===== src/rtl/esd_pkg.sv =====
package esd_pkg;

	// Input operation codes.
	typedef enum logic [1:0] {
		OP_CALL  = 2'd0,
		OP_MOVE  = 2'd1,
		OP_STAND = 2'd2
	} opcode_e;

	// Cabin commands carried on the result stream.
	typedef enum logic [2:0] {
		CMD_ON_FLOOR = 3'd0,
		CMD_MOVE     = 3'd1,
		CMD_STOP     = 3'd2,
		CMD_OPEN     = 3'd3,
		CMD_IDLE     = 3'd4
	} cabin_cmd_e;

	// Dispatcher mode.
	typedef enum logic [1:0] {
		MODE_WAITING  = 2'd0,
		MODE_NEW_CALL = 2'd1,
		MODE_MOVING   = 2'd2,
		MODE_STANDING = 2'd3
	} mode_e;

	// Pending reaction in the event chain.
	typedef enum logic [1:0] {
		NX_NONE  = 2'd0,
		NX_MOVE  = 2'd1,
		NX_STAND = 2'd2,
		NX_WAIT  = 2'd3
	} next_e;

	// Where a finished sort hands control back to.
	typedef enum logic {
		RET_CALL = 1'b0,
		RET_MOVE = 1'b1
	} sort_ret_e;

	// Queue read address select.
	typedef enum logic [1:0] {
		RD_HEAD = 2'd0,
		RD_I    = 2'd1,
		RD_J    = 2'd2
	} rd_sel_e;

	// Controller states.
	typedef enum logic [4:0] {
		ST_IDLE,
		ST_DUP_RD,
		ST_DUP_CMP,
		ST_CALL_END,
		ST_DISPATCH,
		ST_MV_HRD,
		ST_MV_HCHK,
		ST_MV_STEP,
		ST_MV_EMIT,
		ST_MV_CNT,
		ST_MV_HCHK2,
		ST_ST_HRD,
		ST_ST_HCHK,
		ST_POP_RD,
		ST_POP_CMP,
		ST_SORT_I_RD,
		ST_SORT_I_LD,
		ST_SORT_J_RD,
		ST_SORT_J_CMP,
		ST_SORT_WR,
		ST_DRAIN
	} state_e;

	// Direction codes of a call.
	localparam logic [1:0] DIR_NONE = 2'd0;
	localparam logic [1:0] DIR_UP   = 2'd1;
	localparam logic [1:0] DIR_DOWN = 2'd2;

	// Results kept per input item and the bound on chained reactions.
	localparam int unsigned MAX_RESULTS = 3;
	localparam logic [3:0]  GUARD_MAX   = 4'd8;

	// Queue entry: direction over floor.
	localparam int unsigned ENTRY_W = 6;

	// Commands from the controller to the datapath.
	typedef struct packed {
		logic       load;
		logic       i_inc;
		logic       j_inc;
		logic       rd_en;
		rd_sel_e    rd_sel;
		logic       sort_init;
		logic       with_new;
		logic       ld_entry;
		logic       rank_cmp;
		logic       wr;
		logic       sort_fin;
		logic       pop;
		logic       step;
		logic       set_up;
		logic       up_val;
		logic       emit;
		cabin_cmd_e emit_cmd;
		logic       drain;
	} ctl_cmd_t;

	// Status from the datapath to the controller.
	typedef struct packed {
		logic floor_ok;
		logic full;
		logic cnt_zero;
		logic i_eq_cnt;
		logic dup_hit;
		logic i_done;
		logic j_done;
		logic i_new;
		logic j_new;
		logic cab_gt_hf;
		logic cab_lt_hf;
		logic cab_eq_hf;
		logic cab_eq_f;
		logic travel_up;
		logic res_any;
		logic out_last;
	} dp_stat_t;

	// Scan ordering key: same direction first, then the side ahead, then floor order.
	function automatic logic [5:0] sort_key(logic [3:0] f, logic [1:0] d, logic up,
			logic [3:0] cab);
		logic [1:0] cur;
		logic [1:0] eff;
		logic       g;
		logic       greater;
		logic       side;
		logic [3:0] fk;
		cur     = up ? DIR_UP : DIR_DOWN;
		eff     = (d == DIR_NONE) ? cur : d;
		g       = (eff != cur);
		greater = (f > cab);
		side    = up ? ~greater : greater;
		if (eff == DIR_UP) begin
			fk = greater ? f : 4'd15 - f;
		end else begin
			fk = greater ? 4'd15 - f : f;
		end
		return {g, side, fk};
	endfunction

endpackage


===== src/rtl/elevator_scan_dispatcher_core.sv =====
// Channel   Direction  Signals                       Contents
// s_axis    in         tvalid tready tdata[7:0]      call and cabin events
// m_axis    out        tvalid tready tdata[7:0] tlast cabin commands, tlast on the final one
//
// One event is taken at a time; its results (up to three) are sent before the next is taken.
// A move or standing check reads and tests the queue head; a standing check then pops the
// served entries, a read and a compare each. A call scans the queue for duplicates the same
// way and re-ranks it through the single read port of the queue memory, a pass over all
// n+1 entries for each entry; a reversal during a move pays the same pass over n entries.
// Reset clears the cabin to floor 0, travel up, empty queue; the queue memory needs no
// clearing. A stall on m_axis holds the current result and the block accepts nothing.
module elevator_scan_dispatcher_core #(
	parameter int unsigned QUEUE_DEPTH = 16,
	parameter int unsigned NUM_FLOORS  = 16
) (
	input  logic       clk,
	input  logic       arst_n,
	input  logic       s_axis_tvalid,
	output logic       s_axis_tready,
	input  logic [7:0] s_axis_tdata,  // opcode[1:0], call_floor[5:2], call_direction[7:6]
	output logic       m_axis_tvalid,
	input  logic       m_axis_tready,
	output logic [7:0] m_axis_tdata,  // command[2:0], floor_report[6:3], zero[7]
	output logic       m_axis_tlast
);
	import esd_pkg::*;

	ctl_cmd_t cmd;
	dp_stat_t st;

	// Sequencing of calls, moves, stops and the queue sort.
	esd_ctrl u_ctrl (
		.clk       (clk),
		.arst_n    (arst_n),
		.in_valid  (s_axis_tvalid),
		.opcode    (s_axis_tdata[1:0]),
		.out_ready (m_axis_tready),
		.st        (st),
		.in_ready  (s_axis_tready),
		.out_valid (m_axis_tvalid),
		.cmd       (cmd)
	);

	// Cabin position, queue memory and result slots.
	esd_datapath #(
		.QUEUE_DEPTH (QUEUE_DEPTH),
		.NUM_FLOORS  (NUM_FLOORS)
	) u_dp (
		.clk       (clk),
		.arst_n    (arst_n),
		.in_data   (s_axis_tdata),
		.out_ready (m_axis_tready),
		.cmd       (cmd),
		.st        (st),
		.out_data  (m_axis_tdata),
		.out_last  (m_axis_tlast)
	);

endmodule


===== src/rtl/esd_ram.sv =====
module esd_ram #(
	parameter int unsigned WIDTH = 6,
	parameter int unsigned DEPTH = 16
) (
	input  logic                     clk,
	input  logic                     we,
	input  logic [$clog2(DEPTH)-1:0] waddr,
	input  logic [WIDTH-1:0]         wdata,
	input  logic                     re,
	input  logic [$clog2(DEPTH)-1:0] raddr,
	output logic [WIDTH-1:0]         rdata
);

	logic [WIDTH-1:0] mem [DEPTH];

	// One write port and one registered read port.
	always_ff @(posedge clk) begin
		if (we) begin
			mem[waddr] <= wdata;
		end
		if (re) begin
			rdata <= mem[raddr];
		end
	end

endmodule


===== src/rtl/esd_datapath.sv =====
module esd_datapath #(
	parameter int unsigned QUEUE_DEPTH = 16,
	parameter int unsigned NUM_FLOORS  = 16
) (
	input  logic             clk,
	input  logic             arst_n,
	input  logic [7:0]       in_data,
	input  logic             out_ready,
	input  esd_pkg::ctl_cmd_t cmd,
	output esd_pkg::dp_stat_t st,
	output logic [7:0]       out_data,
	output logic             out_last
);
	import esd_pkg::*;

	localparam int unsigned AW = $clog2(QUEUE_DEPTH);
	localparam int unsigned CW = $clog2(QUEUE_DEPTH + 1);
	localparam logic [3:0] TOP_FLOOR = (NUM_FLOORS - 1 > 15) ? 4'd15 : 4'(NUM_FLOORS - 1);
	localparam logic [CW-1:0] DEPTH_C = CW'(QUEUE_DEPTH);

	// Control state.
	logic [3:0]    cabin_q;
	logic          up_q;
	logic [CW-1:0] count_q;
	logic [AW-1:0] head_q;
	logic          bank_q;
	logic          with_new_q;
	logic [CW-1:0] i_q;
	logic [CW-1:0] j_q;
	logic [CW-1:0] rank_q;
	logic [1:0]    res_n_q;
	logic [1:0]    out_idx_q;

	// Payload registers.
	logic [3:0]         f_q;
	logic [1:0]         d_q;
	logic [ENTRY_W-1:0] entry_q;
	logic [5:0]         key_i_q;
	logic [2:0]         res_cmd_q   [MAX_RESULTS];
	logic [3:0]         res_floor_q [MAX_RESULTS];

	logic [CW-1:0]      n_items;
	logic [CW:0]        addr_sum;
	logic [CW-1:0]      addr_off;
	logic [AW-1:0]      rd_addr;
	logic [ENTRY_W-1:0] rd0;
	logic [ENTRY_W-1:0] rd1;
	logic [ENTRY_W-1:0] rd_data;
	logic [3:0]         hf;
	logic [ENTRY_W-1:0] new_entry;
	logic [ENTRY_W-1:0] cur_j;
	logic [5:0]         key_j;
	logic [1:0]         in_dir;

	assign n_items   = count_q + CW'(with_new_q);
	assign new_entry = {d_q, f_q};
	assign in_dir    = (in_data[7:6] > DIR_DOWN) ? DIR_NONE : in_data[7:6];

	// Queue read address: head plus a scan index.
	always_comb begin
		case (cmd.rd_sel)
			RD_I:    addr_off = i_q;
			RD_J:    addr_off = j_q;
			default: addr_off = '0;
		endcase
		addr_sum = (CW + 1)'(head_q) + (CW + 1)'(addr_off);
		rd_addr  = addr_sum[AW-1:0];
	end

	// Two banks: read from the live one, a sort writes the other.
	esd_ram #(.WIDTH(ENTRY_W), .DEPTH(QUEUE_DEPTH)) u_ram0 (
		.clk   (clk),
		.we    (cmd.wr && bank_q),
		.waddr (rank_q[AW-1:0]),
		.wdata (entry_q),
		.re    (cmd.rd_en),
		.raddr (rd_addr),
		.rdata (rd0)
	);

	esd_ram #(.WIDTH(ENTRY_W), .DEPTH(QUEUE_DEPTH)) u_ram1 (
		.clk   (clk),
		.we    (cmd.wr && !bank_q),
		.waddr (rank_q[AW-1:0]),
		.wdata (entry_q),
		.re    (cmd.rd_en),
		.raddr (rd_addr),
		.rdata (rd1)
	);

	assign rd_data = bank_q ? rd1 : rd0;
	assign hf      = rd_data[3:0];
	assign cur_j   = (with_new_q && j_q == count_q) ? new_entry : rd_data;
	assign key_j   = sort_key(cur_j[3:0], cur_j[5:4], up_q, cabin_q);

	// Status toward the controller.
	always_comb begin
		st.floor_ok  = (32'(f_q) < NUM_FLOORS);
		st.full      = (count_q == DEPTH_C);
		st.cnt_zero  = (count_q == '0);
		st.i_eq_cnt  = (i_q == count_q);
		st.dup_hit   = (rd_data == new_entry);
		st.i_done    = (i_q == n_items);
		st.j_done    = (j_q == n_items);
		st.i_new     = with_new_q && (i_q == count_q);
		st.j_new     = with_new_q && (j_q == count_q);
		st.cab_gt_hf = (cabin_q > hf);
		st.cab_lt_hf = (cabin_q < hf);
		st.cab_eq_hf = (cabin_q == hf);
		st.cab_eq_f  = (cabin_q == f_q);
		st.travel_up = up_q;
		st.res_any   = (res_n_q != '0);
		st.out_last  = (out_idx_q == res_n_q - 2'd1);
	end

	// Cabin, queue bookkeeping and scan counters.
	always_ff @(posedge clk or negedge arst_n) begin
		if (!arst_n) begin
			cabin_q    <= '0;
			up_q       <= 1'b1;
			count_q    <= '0;
			head_q     <= '0;
			bank_q     <= 1'b0;
			with_new_q <= 1'b0;
			i_q        <= '0;
			j_q        <= '0;
			rank_q     <= '0;
			res_n_q    <= '0;
			out_idx_q  <= '0;
		end else begin
			if (cmd.load) begin
				i_q       <= '0;
				res_n_q   <= '0;
				out_idx_q <= '0;
			end
			if (cmd.i_inc) begin
				i_q <= i_q + CW'(1);
			end
			if (cmd.sort_init) begin
				with_new_q <= cmd.with_new;
				i_q        <= '0;
			end
			if (cmd.ld_entry) begin
				j_q    <= '0;
				rank_q <= '0;
			end
			if (cmd.j_inc) begin
				j_q <= j_q + CW'(1);
			end
			if (cmd.rank_cmp && (key_j < key_i_q || (key_j == key_i_q && j_q < i_q))) begin
				rank_q <= rank_q + CW'(1);
			end
			if (cmd.sort_fin) begin
				count_q    <= n_items;
				head_q     <= '0;
				bank_q     <= !bank_q;
				with_new_q <= 1'b0;
			end
			if (cmd.pop) begin
				head_q  <= head_q + AW'(1);
				count_q <= count_q - CW'(1);
			end
			if (cmd.set_up) begin
				up_q <= cmd.up_val;
			end
			if (cmd.step) begin
				if (up_q) begin
					if (cabin_q < TOP_FLOOR) begin
						cabin_q <= cabin_q + 4'd1;
					end
				end else if (cabin_q != 4'd0) begin
					cabin_q <= cabin_q - 4'd1;
				end
			end
			if (cmd.emit && res_n_q != 2'(MAX_RESULTS)) begin
				res_n_q <= res_n_q + 2'd1;
			end
			if (cmd.drain && out_ready) begin
				out_idx_q <= out_idx_q + 2'd1;
			end
		end
	end

	// Payload capture: call fields, sort entry and result slots.
	always_ff @(posedge clk) begin
		if (cmd.load) begin
			f_q <= in_data[5:2];
			d_q <= in_dir;
		end
		if (cmd.ld_entry) begin
			entry_q <= st.i_new ? new_entry : rd_data;
			key_i_q <= st.i_new ? sort_key(f_q, d_q, up_q, cabin_q)
			                    : sort_key(rd_data[3:0], rd_data[5:4], up_q, cabin_q);
		end
		if (cmd.emit && res_n_q != 2'(MAX_RESULTS)) begin
			res_cmd_q[res_n_q]   <= cmd.emit_cmd;
			res_floor_q[res_n_q] <= cabin_q;
		end
	end

	assign out_data = {1'b0, res_floor_q[out_idx_q], res_cmd_q[out_idx_q]};
	assign out_last = st.out_last;

endmodule


===== src/rtl/esd_ctrl.sv =====
module esd_ctrl (
	input  logic              clk,
	input  logic              arst_n,
	input  logic              in_valid,
	input  logic [1:0]        opcode,
	input  logic              out_ready,
	input  esd_pkg::dp_stat_t st,
	output logic              in_ready,
	output logic              out_valid,
	output esd_pkg::ctl_cmd_t cmd
);
	import esd_pkg::*;

	state_e    state_q, state_d;
	mode_e     mode_q, mode_d;
	mode_e     was_q, was_d;
	next_e     nxt_q, nxt_d;
	logic [3:0] guard_q, guard_d;
	sort_ret_e ret_q, ret_d;
	opcode_e   op;

	assign op = opcode_e'(opcode);

	// State and chain bookkeeping registers.
	always_ff @(posedge clk or negedge arst_n) begin
		if (!arst_n) begin
			state_q <= ST_IDLE;
			mode_q  <= MODE_WAITING;
			was_q   <= MODE_WAITING;
			nxt_q   <= NX_NONE;
			guard_q <= '0;
			ret_q   <= RET_CALL;
		end else begin
			state_q <= state_d;
			mode_q  <= mode_d;
			was_q   <= was_d;
			nxt_q   <= nxt_d;
			guard_q <= guard_d;
			ret_q   <= ret_d;
		end
	end

	// Next state.
	always_comb begin
		state_d = state_q;
		mode_d  = mode_q;
		was_d   = was_q;
		nxt_d   = nxt_q;
		guard_d = guard_q;
		ret_d   = ret_q;
		case (state_q)
			ST_IDLE: begin
				if (in_valid) begin
					guard_d = '0;
					case (op)
						OP_CALL: begin
							was_d   = mode_q;
							mode_d  = MODE_NEW_CALL;
							state_d = ST_DUP_RD;
						end
						OP_MOVE: begin
							nxt_d   = NX_MOVE;
							state_d = ST_DISPATCH;
						end
						OP_STAND: begin
							nxt_d   = NX_STAND;
							state_d = ST_DISPATCH;
						end
						default: ;
					endcase
				end
			end
			ST_DUP_RD: begin
				if (!st.floor_ok) begin
					state_d = ST_CALL_END;
				end else if (st.i_eq_cnt) begin
					if (st.full) begin
						state_d = ST_CALL_END;
					end else begin
						ret_d   = RET_CALL;
						state_d = ST_SORT_I_RD;
					end
				end else begin
					state_d = ST_DUP_CMP;
				end
			end
			ST_DUP_CMP: state_d = st.dup_hit ? ST_CALL_END : ST_DUP_RD;
			ST_CALL_END: begin
				if (st.cab_eq_f) begin
					nxt_d = NX_STAND;
				end else if (was_q == MODE_WAITING) begin
					nxt_d = NX_MOVE;
				end else begin
					nxt_d = NX_NONE;
				end
				state_d = ST_DISPATCH;
			end
			ST_DISPATCH: begin
				if (nxt_q == NX_NONE || guard_q == GUARD_MAX) begin
					state_d = st.res_any ? ST_DRAIN : ST_IDLE;
				end else begin
					guard_d = guard_q + 4'd1;
					case (nxt_q)
						NX_MOVE: begin
							if (mode_q == MODE_WAITING) begin
								nxt_d = NX_NONE;
							end else begin
								was_d   = mode_q;
								mode_d  = MODE_MOVING;
								state_d = st.cnt_zero ? ST_MV_STEP : ST_MV_HRD;
							end
						end
						NX_STAND: begin
							if (mode_q == MODE_WAITING) begin
								nxt_d = NX_NONE;
							end else begin
								was_d  = mode_q;
								mode_d = MODE_STANDING;
								if (st.cnt_zero) begin
									nxt_d = NX_WAIT;
								end else begin
									state_d = ST_ST_HRD;
								end
							end
						end
						default: begin
							if (mode_q == MODE_MOVING || mode_q == MODE_STANDING) begin
								mode_d = MODE_WAITING;
							end
							nxt_d = NX_NONE;
						end
					endcase
				end
			end
			ST_MV_HRD: state_d = ST_MV_HCHK;
			ST_MV_HCHK: begin
				if ((st.cab_gt_hf && st.travel_up) || (st.cab_lt_hf && !st.travel_up)) begin
					ret_d   = RET_MOVE;
					state_d = ST_SORT_I_RD;
				end else begin
					state_d = ST_MV_STEP;
				end
			end
			ST_MV_STEP: begin
				if (was_q == MODE_MOVING || was_q == MODE_NEW_CALL) begin
					state_d = ST_MV_EMIT;
				end else begin
					state_d = ST_MV_CNT;
				end
			end
			ST_MV_EMIT: state_d = ST_MV_CNT;
			ST_MV_CNT: begin
				if (st.cnt_zero) begin
					nxt_d   = NX_WAIT;
					state_d = ST_DISPATCH;
				end else begin
					state_d = ST_MV_HCHK2;
				end
			end
			ST_MV_HCHK2: begin
				nxt_d   = st.cab_eq_hf ? NX_STAND : NX_NONE;
				state_d = ST_DISPATCH;
			end
			ST_ST_HRD: state_d = ST_ST_HCHK;
			ST_ST_HCHK: begin
				if (st.cab_eq_hf) begin
					state_d = ST_POP_RD;
				end else begin
					nxt_d   = NX_MOVE;
					state_d = ST_DISPATCH;
				end
			end
			ST_POP_RD: begin
				if (st.cnt_zero) begin
					nxt_d   = NX_NONE;
					state_d = ST_DISPATCH;
				end else begin
					state_d = ST_POP_CMP;
				end
			end
			ST_POP_CMP: begin
				if (st.cab_eq_hf) begin
					state_d = ST_POP_RD;
				end else begin
					nxt_d   = NX_NONE;
					state_d = ST_DISPATCH;
				end
			end
			ST_SORT_I_RD: begin
				if (st.i_done) begin
					state_d = (ret_q == RET_CALL) ? ST_CALL_END : ST_MV_STEP;
				end else begin
					state_d = ST_SORT_I_LD;
				end
			end
			ST_SORT_I_LD: state_d = ST_SORT_J_RD;
			ST_SORT_J_RD: state_d = st.j_done ? ST_SORT_WR : ST_SORT_J_CMP;
			ST_SORT_J_CMP: state_d = ST_SORT_J_RD;
			ST_SORT_WR: state_d = ST_SORT_I_RD;
			ST_DRAIN: begin
				if (out_ready && st.out_last) begin
					state_d = ST_IDLE;
				end
			end
			default: state_d = ST_IDLE;
		endcase
	end

	// Datapath commands and handshake outputs.
	always_comb begin
		cmd       = '0;
		in_ready  = 1'b0;
		out_valid = 1'b0;
		case (state_q)
			ST_IDLE: begin
				in_ready = 1'b1;
				cmd.load = in_valid;
			end
			ST_DUP_RD: begin
				if (st.floor_ok && st.i_eq_cnt && !st.full) begin
					cmd.sort_init = 1'b1;
					cmd.with_new  = 1'b1;
				end else if (st.floor_ok && !st.i_eq_cnt) begin
					cmd.rd_en  = 1'b1;
					cmd.rd_sel = RD_I;
				end
			end
			ST_DUP_CMP: cmd.i_inc = !st.dup_hit;
			ST_DISPATCH: begin
				if (nxt_q == NX_WAIT && guard_q != GUARD_MAX &&
						(mode_q == MODE_MOVING || mode_q == MODE_STANDING)) begin
					cmd.emit     = 1'b1;
					cmd.emit_cmd = CMD_IDLE;
				end
			end
			ST_MV_HRD, ST_ST_HRD: begin
				cmd.rd_en  = 1'b1;
				cmd.rd_sel = RD_HEAD;
			end
			ST_MV_HCHK: begin
				if (st.cab_gt_hf && st.travel_up) begin
					cmd.set_up    = 1'b1;
					cmd.up_val    = 1'b0;
					cmd.sort_init = 1'b1;
				end else if (st.cab_lt_hf && !st.travel_up) begin
					cmd.set_up    = 1'b1;
					cmd.up_val    = 1'b1;
					cmd.sort_init = 1'b1;
				end
			end
			ST_MV_STEP: cmd.step = (was_q == MODE_MOVING || was_q == MODE_NEW_CALL);
			ST_MV_EMIT: begin
				cmd.emit     = 1'b1;
				cmd.emit_cmd = CMD_ON_FLOOR;
			end
			ST_MV_CNT: begin
				cmd.rd_en  = !st.cnt_zero;
				cmd.rd_sel = RD_HEAD;
			end
			ST_MV_HCHK2: begin
				cmd.emit     = !st.cab_eq_hf;
				cmd.emit_cmd = CMD_MOVE;
			end
			ST_ST_HCHK: cmd.pop = st.cab_eq_hf;
			ST_POP_RD: begin
				if (st.cnt_zero) begin
					cmd.emit     = 1'b1;
					cmd.emit_cmd = (was_q == MODE_MOVING) ? CMD_STOP : CMD_OPEN;
				end else begin
					cmd.rd_en  = 1'b1;
					cmd.rd_sel = RD_HEAD;
				end
			end
			ST_POP_CMP: begin
				if (st.cab_eq_hf) begin
					cmd.pop = 1'b1;
				end else begin
					cmd.emit     = 1'b1;
					cmd.emit_cmd = (was_q == MODE_MOVING) ? CMD_STOP : CMD_OPEN;
				end
			end
			ST_SORT_I_RD: begin
				if (st.i_done) begin
					cmd.sort_fin = 1'b1;
				end else begin
					cmd.rd_en  = !st.i_new;
					cmd.rd_sel = RD_I;
				end
			end
			ST_SORT_I_LD: cmd.ld_entry = 1'b1;
			ST_SORT_J_RD: begin
				cmd.rd_en  = !st.j_done && !st.j_new;
				cmd.rd_sel = RD_J;
			end
			ST_SORT_J_CMP: begin
				cmd.rank_cmp = 1'b1;
				cmd.j_inc    = 1'b1;
			end
			ST_SORT_WR: begin
				cmd.wr    = 1'b1;
				cmd.i_inc = 1'b1;
			end
			ST_DRAIN: begin
				out_valid = 1'b1;
				cmd.drain = 1'b1;
			end
			default: ;
		endcase
	end

endmodule


===== config.mk =====
export PLATFORM = sky130hd
export DESIGN_NAME = elevator_scan_dispatcher_core
export DESIGN_NICKNAME = d
export VERILOG_FILES = /design/src/rtl/esd_pkg.sv /design/src/rtl/elevator_scan_dispatcher_core.sv /design/src/rtl/esd_ram.sv /design/src/rtl/esd_datapath.sv /design/src/rtl/esd_ctrl.sv
export SDC_FILE = /design/constraint.sdc
export NUM_CORES = 1
export LEC_CHECK = 0
export BUFFER_PORTS_ARGS = -buffer_cell sky130_fd_sc_hd__buf_2
export CAP_MARGIN = 40
export CORE_ASPECT_RATIO = 0.6
export CORE_MARGIN = 2
export CORE_UTILIZATION = 60
export CTS_CLUSTER_SIZE = 24
export DETAILED_ROUTE_END_ITERATION = 16
export GPL_ROUTABILITY_DRIVEN = 0
export GPL_TIMING_DRIVEN = 0
export PLACE_DENSITY = 0.77
export SLEW_MARGIN = 10
export SYNTH_ARGS = -nofsm -noshare
export SYNTH_HDL_FRONTEND = slang
export SYNTH_HIERARCHICAL = 1
export SYNTH_SLANG_ARGS = --single-unit
export TNS_END_PERCENT = 5

===== constraint.sdc =====
create_clock -name clk -period 12.55 [get_ports clk]
set_input_delay 1.8825 -clock clk [delete_from_list [all_inputs] [get_ports clk]]
set_output_delay 1.8825 -clock clk [all_outputs]
set_load 0.005 [all_outputs]

==> metrics.txt <==
Routed Antenna Nets=0; # rows=44; Max Fclk=178.9 MHz; Total Die Area=25,490 sq um; slew margin rel.=0.3917; Static Leak=0.005841 uW; post-cts resize count=0; total track usage=0.2607; Post-route DRC=0; Num CTS Buffers=27; FF-to-FF End=u_dp/u_ram0/rdata[1]$_DFFE_PP_; Crit. Startpoint=u_dp/count_q[0]$_DFFE_PN0P_; Final Hold Vio Count=0; ys flop type=edfxtp_1; I/O Buffers=21; final setup fails=0; Hold Slack=0.5313 ns; setup TNS=0 ns; Area growth, synth to finish=10.58%; routed vias/inst=6.278; reg2reg setup slack=6.96 ns; number of antenna violations at the first check in global routing=0; Worst Path Arrival=5.87 ns; nets=1,184; largest net degree at the start of global routing=28; CP max FO=8; TritonRoute pass-1 iters=6; Async S/R FF share, synth=0.1706; share of layout cells above drive strength 1=0.1599; critical path class=reg2reg; CP Launch Type=flip-flop; nature of the critical path endpoint=flip-flop; root buffer cell=clkbuf_16; Post-synth EDFFs=243; PwrDens=192.5 nW/um^2; final WL=32,300 microns; fin crit share=0.4454; via count=9,166; Max Slew Vio Count=0; Max rail drop VDD=0.1131 mV; average instance area after synthesis=13.82 sq um; Clk Latency, worst-skew pair=0.56 ns; unrepaired setup endpoints after global routing=false; Final Util=0.6701; Overflow after GRT=0; DR WL/cell=22.12 microns; Seq/Total Area, Yosys=0.5891; clock sinks=293; Synth Register Bits=293; clk slew on worst S/H paths=0.07 ns; Initial DRC Count=1,137; Synthesis Warnings=6; vias in the first global route=8,681; max cap viols=0; library cells used by synthesis=83; Post-Syn Area=14,510 sq um; fin crit period=5.590 ns; skew final=0.01931 ns; postcts setup bufs=0; die height=124.5 microns; core area=23,950 sq um; Detail Placement HPWL=22,850 microns; placed cell area=15,210 sq um; number of fill cells=1,671; n_diodes=0; maximum root-to-sink buffer count=3; number of placed I/O pins=23; WP data required=12.83 ns; design area=16,050 sq um; status=completed; synthesized instance count=1,050; R2R Path Start=u_dp/count_q[0]$_DFFE_PN0P_; hold buffer count at cts=0; CTS tree=built; Hold Path Class=reg2reg; Die Wd=204.8 microns; first-pass GRT wire length=50,340 microns; end of the critical path=u_dp/u_ram0/rdata[1]$_DFFE_PP_; worst-margin pin slew=0.9001 ns; R2R cell count=17; H-tree depth=1; Syn Nets=1,116; Initial Util=0.6060
## layout make-up
class | instances | area (sq um) | area share
Buffer | 54 | 335.3 | 0.02090
Tap cell | 322 | 402.9 | 0.02511
Timing Repair Buffer | 39 | 306.5 | 0.01910
Multi-Input combinational cell | 661 | 5475 | 0.3412
Clock inverter | 17 | 126.4 | 0.007875
Inverter | 42 | 157.7 | 0.009824
Sequential cell | 293 | 8549 | 0.5327
Clock buffer | 32 | 694.4 | 0.04327
## cells in the final DEF (no fill, tap or decap), types with 33 or more instances in the layout
| master | instances |
|---|---|
| a22oi_1 | 33 |
| dfrtp_1 | 49 |
| nor2_1 | 80 |
| inv_1 | 41 |
| nand2_1 | 55 |
| ha_1 | 52 |
| edfxtp_1 | 243 |
| o21ai_0 | 37 |
| buf_2 | 39 |
| xnor2_1 | 41 |
## metal layers
metal,global-route usage,up-vias,routed length [microns]
li1,-,4132,-
met3,0.05861,41,3070
met2,0.3410,428,13090
met5,0,-,0
met4,0.04945,0,560
met1,0.4436,4565,15580
## through the flow
step / total power [uW] / setup slack [ns] / std cells
floorplan: 2007 / 8.213 / 1050
global placement: 2257 / 7.305 / 1393
detailed placement: 2303 / 7.263 / 1409
CTS: 3083 / 7.190 / 1458
global route: 3254 / 6.738 / 1460
finish: 3090 / 6.960 / 1460
## worst max-delay path, stage by stage, from the launching register on
cell	delay [ns]
dfrtp_1	0.48
ha_1	0.28
ha_1	0.25
xnor2_1	0.27
xnor2_1	0.15
nand3_1	0.09
nor3_1	0.67
or3_1	0.29
nand2_1	0.14
inv_1	0.08
ha_1	0.21
a22oi_1	0.09
or2_2	0.31
fa_1	0.41
xnor2_1	0.71
nor2_1	0.34
a22oi_1	0.39
nand2_1	0.13
## how the worst min path moves through the flow
stage,from,endpoint,depth (start not counted)
2_1_floorplan,u_ctrl/ret_q$_DFFE_PN0P_,u_ctrl/ret_q$_DFFE_PN0P_,2
3_3_place_gp,u_ctrl/ret_q$_DFFE_PN0P_,u_ctrl/ret_q$_DFFE_PN0P_,2
3_5_place_dp,u_ctrl/ret_q$_DFFE_PN0P_,u_ctrl/ret_q$_DFFE_PN0P_,2
4_1_cts,u_ctrl/ret_q$_DFFE_PN0P_,u_ctrl/ret_q$_DFFE_PN0P_,2
5_1_grt,u_ctrl/was_q[0]$_DFFE_PN0P_,u_ctrl/was_q[0]$_DFFE_PN0P_,1
6_report,u_ctrl/was_q[0]$_DFFE_PN0P_,u_ctrl/was_q[0]$_DFFE_PN0P_,1
## cells in the mapped netlist (all sizes together), types with 2 or more instances
library cell	n	area [sq um]
and2	11	68.82
nand3b	8	72.57
xnor2	42	375.4
or3b	3	26.28
clkbuf	18	71.31
inv	41	153.9
a22oi	33	247.7
a211o	3	26.28
nor2b	20	125.1
mux2i	18	180.2
a211oi	5	37.54
nand2	56	212.7
nor4	3	18.77
and4	5	45.04
buf	36	264.0
o22ai	4	25.02
nor2	83	332.8
mux2	21	240.2
xor2	23	209.0
a21o	6	45.04
or3	4	25.02
nand3	21	105.1
a31oi	4	31.28
nand4	9	56.30
or2	7	43.80
nor3	30	155.1
edfxtp	243	7297
o211ai	6	50.05
mux4	49	1194
fa	2	40.04
o21ai	39	195.2
a41oi	3	26.28
a221o	2	20.02
o2111ai	2	17.52
nand2b	17	106.4
nor4bb	2	20.02
dfrtp	49	1226
a21oi	32	160.2
and3	6	37.54
ha	52	650.6
conb	2	7.510
o31ai	3	22.52
o21a	6	45.04
## where the power goes
part	leakage, uW	internal (uW)	switching (uW)
sequential	0.00287	1160	78.0
clock	0.000394	418	357
combinational	0.00258	443	635
total	0.00584	2020	1070
## sequential cells by signal, summed over array words and instances, names as in the netlist, 6 cells and up
name and flops:
u_dp/u_ram0/rdata 6, u_dp/u_ram1/rdata 6, u_dp/u_ram1/mem 96, u_dp/key_i_q 6
u_dp/entry_q 6, u_dp/res_cmd_q 9, u_dp/u_ram0/mem 96, u_dp/res_floor_q 12
## logic make-up after synthesis
group	after synthesis	share of synthesized area
flip-flops	293	0.5891
AND/OR/NAND/NOR	289	0.1024
AO/OA/AOI/OAI	163	0.07492
buffers and inverters	96	0.03397
multiplexers	88	0.1112
XOR/XNOR	65	0.04026
adder cells (fa/ha/maj)	54	0.04759
other	2	0.0005175
(Power assumes the default switching activity.)
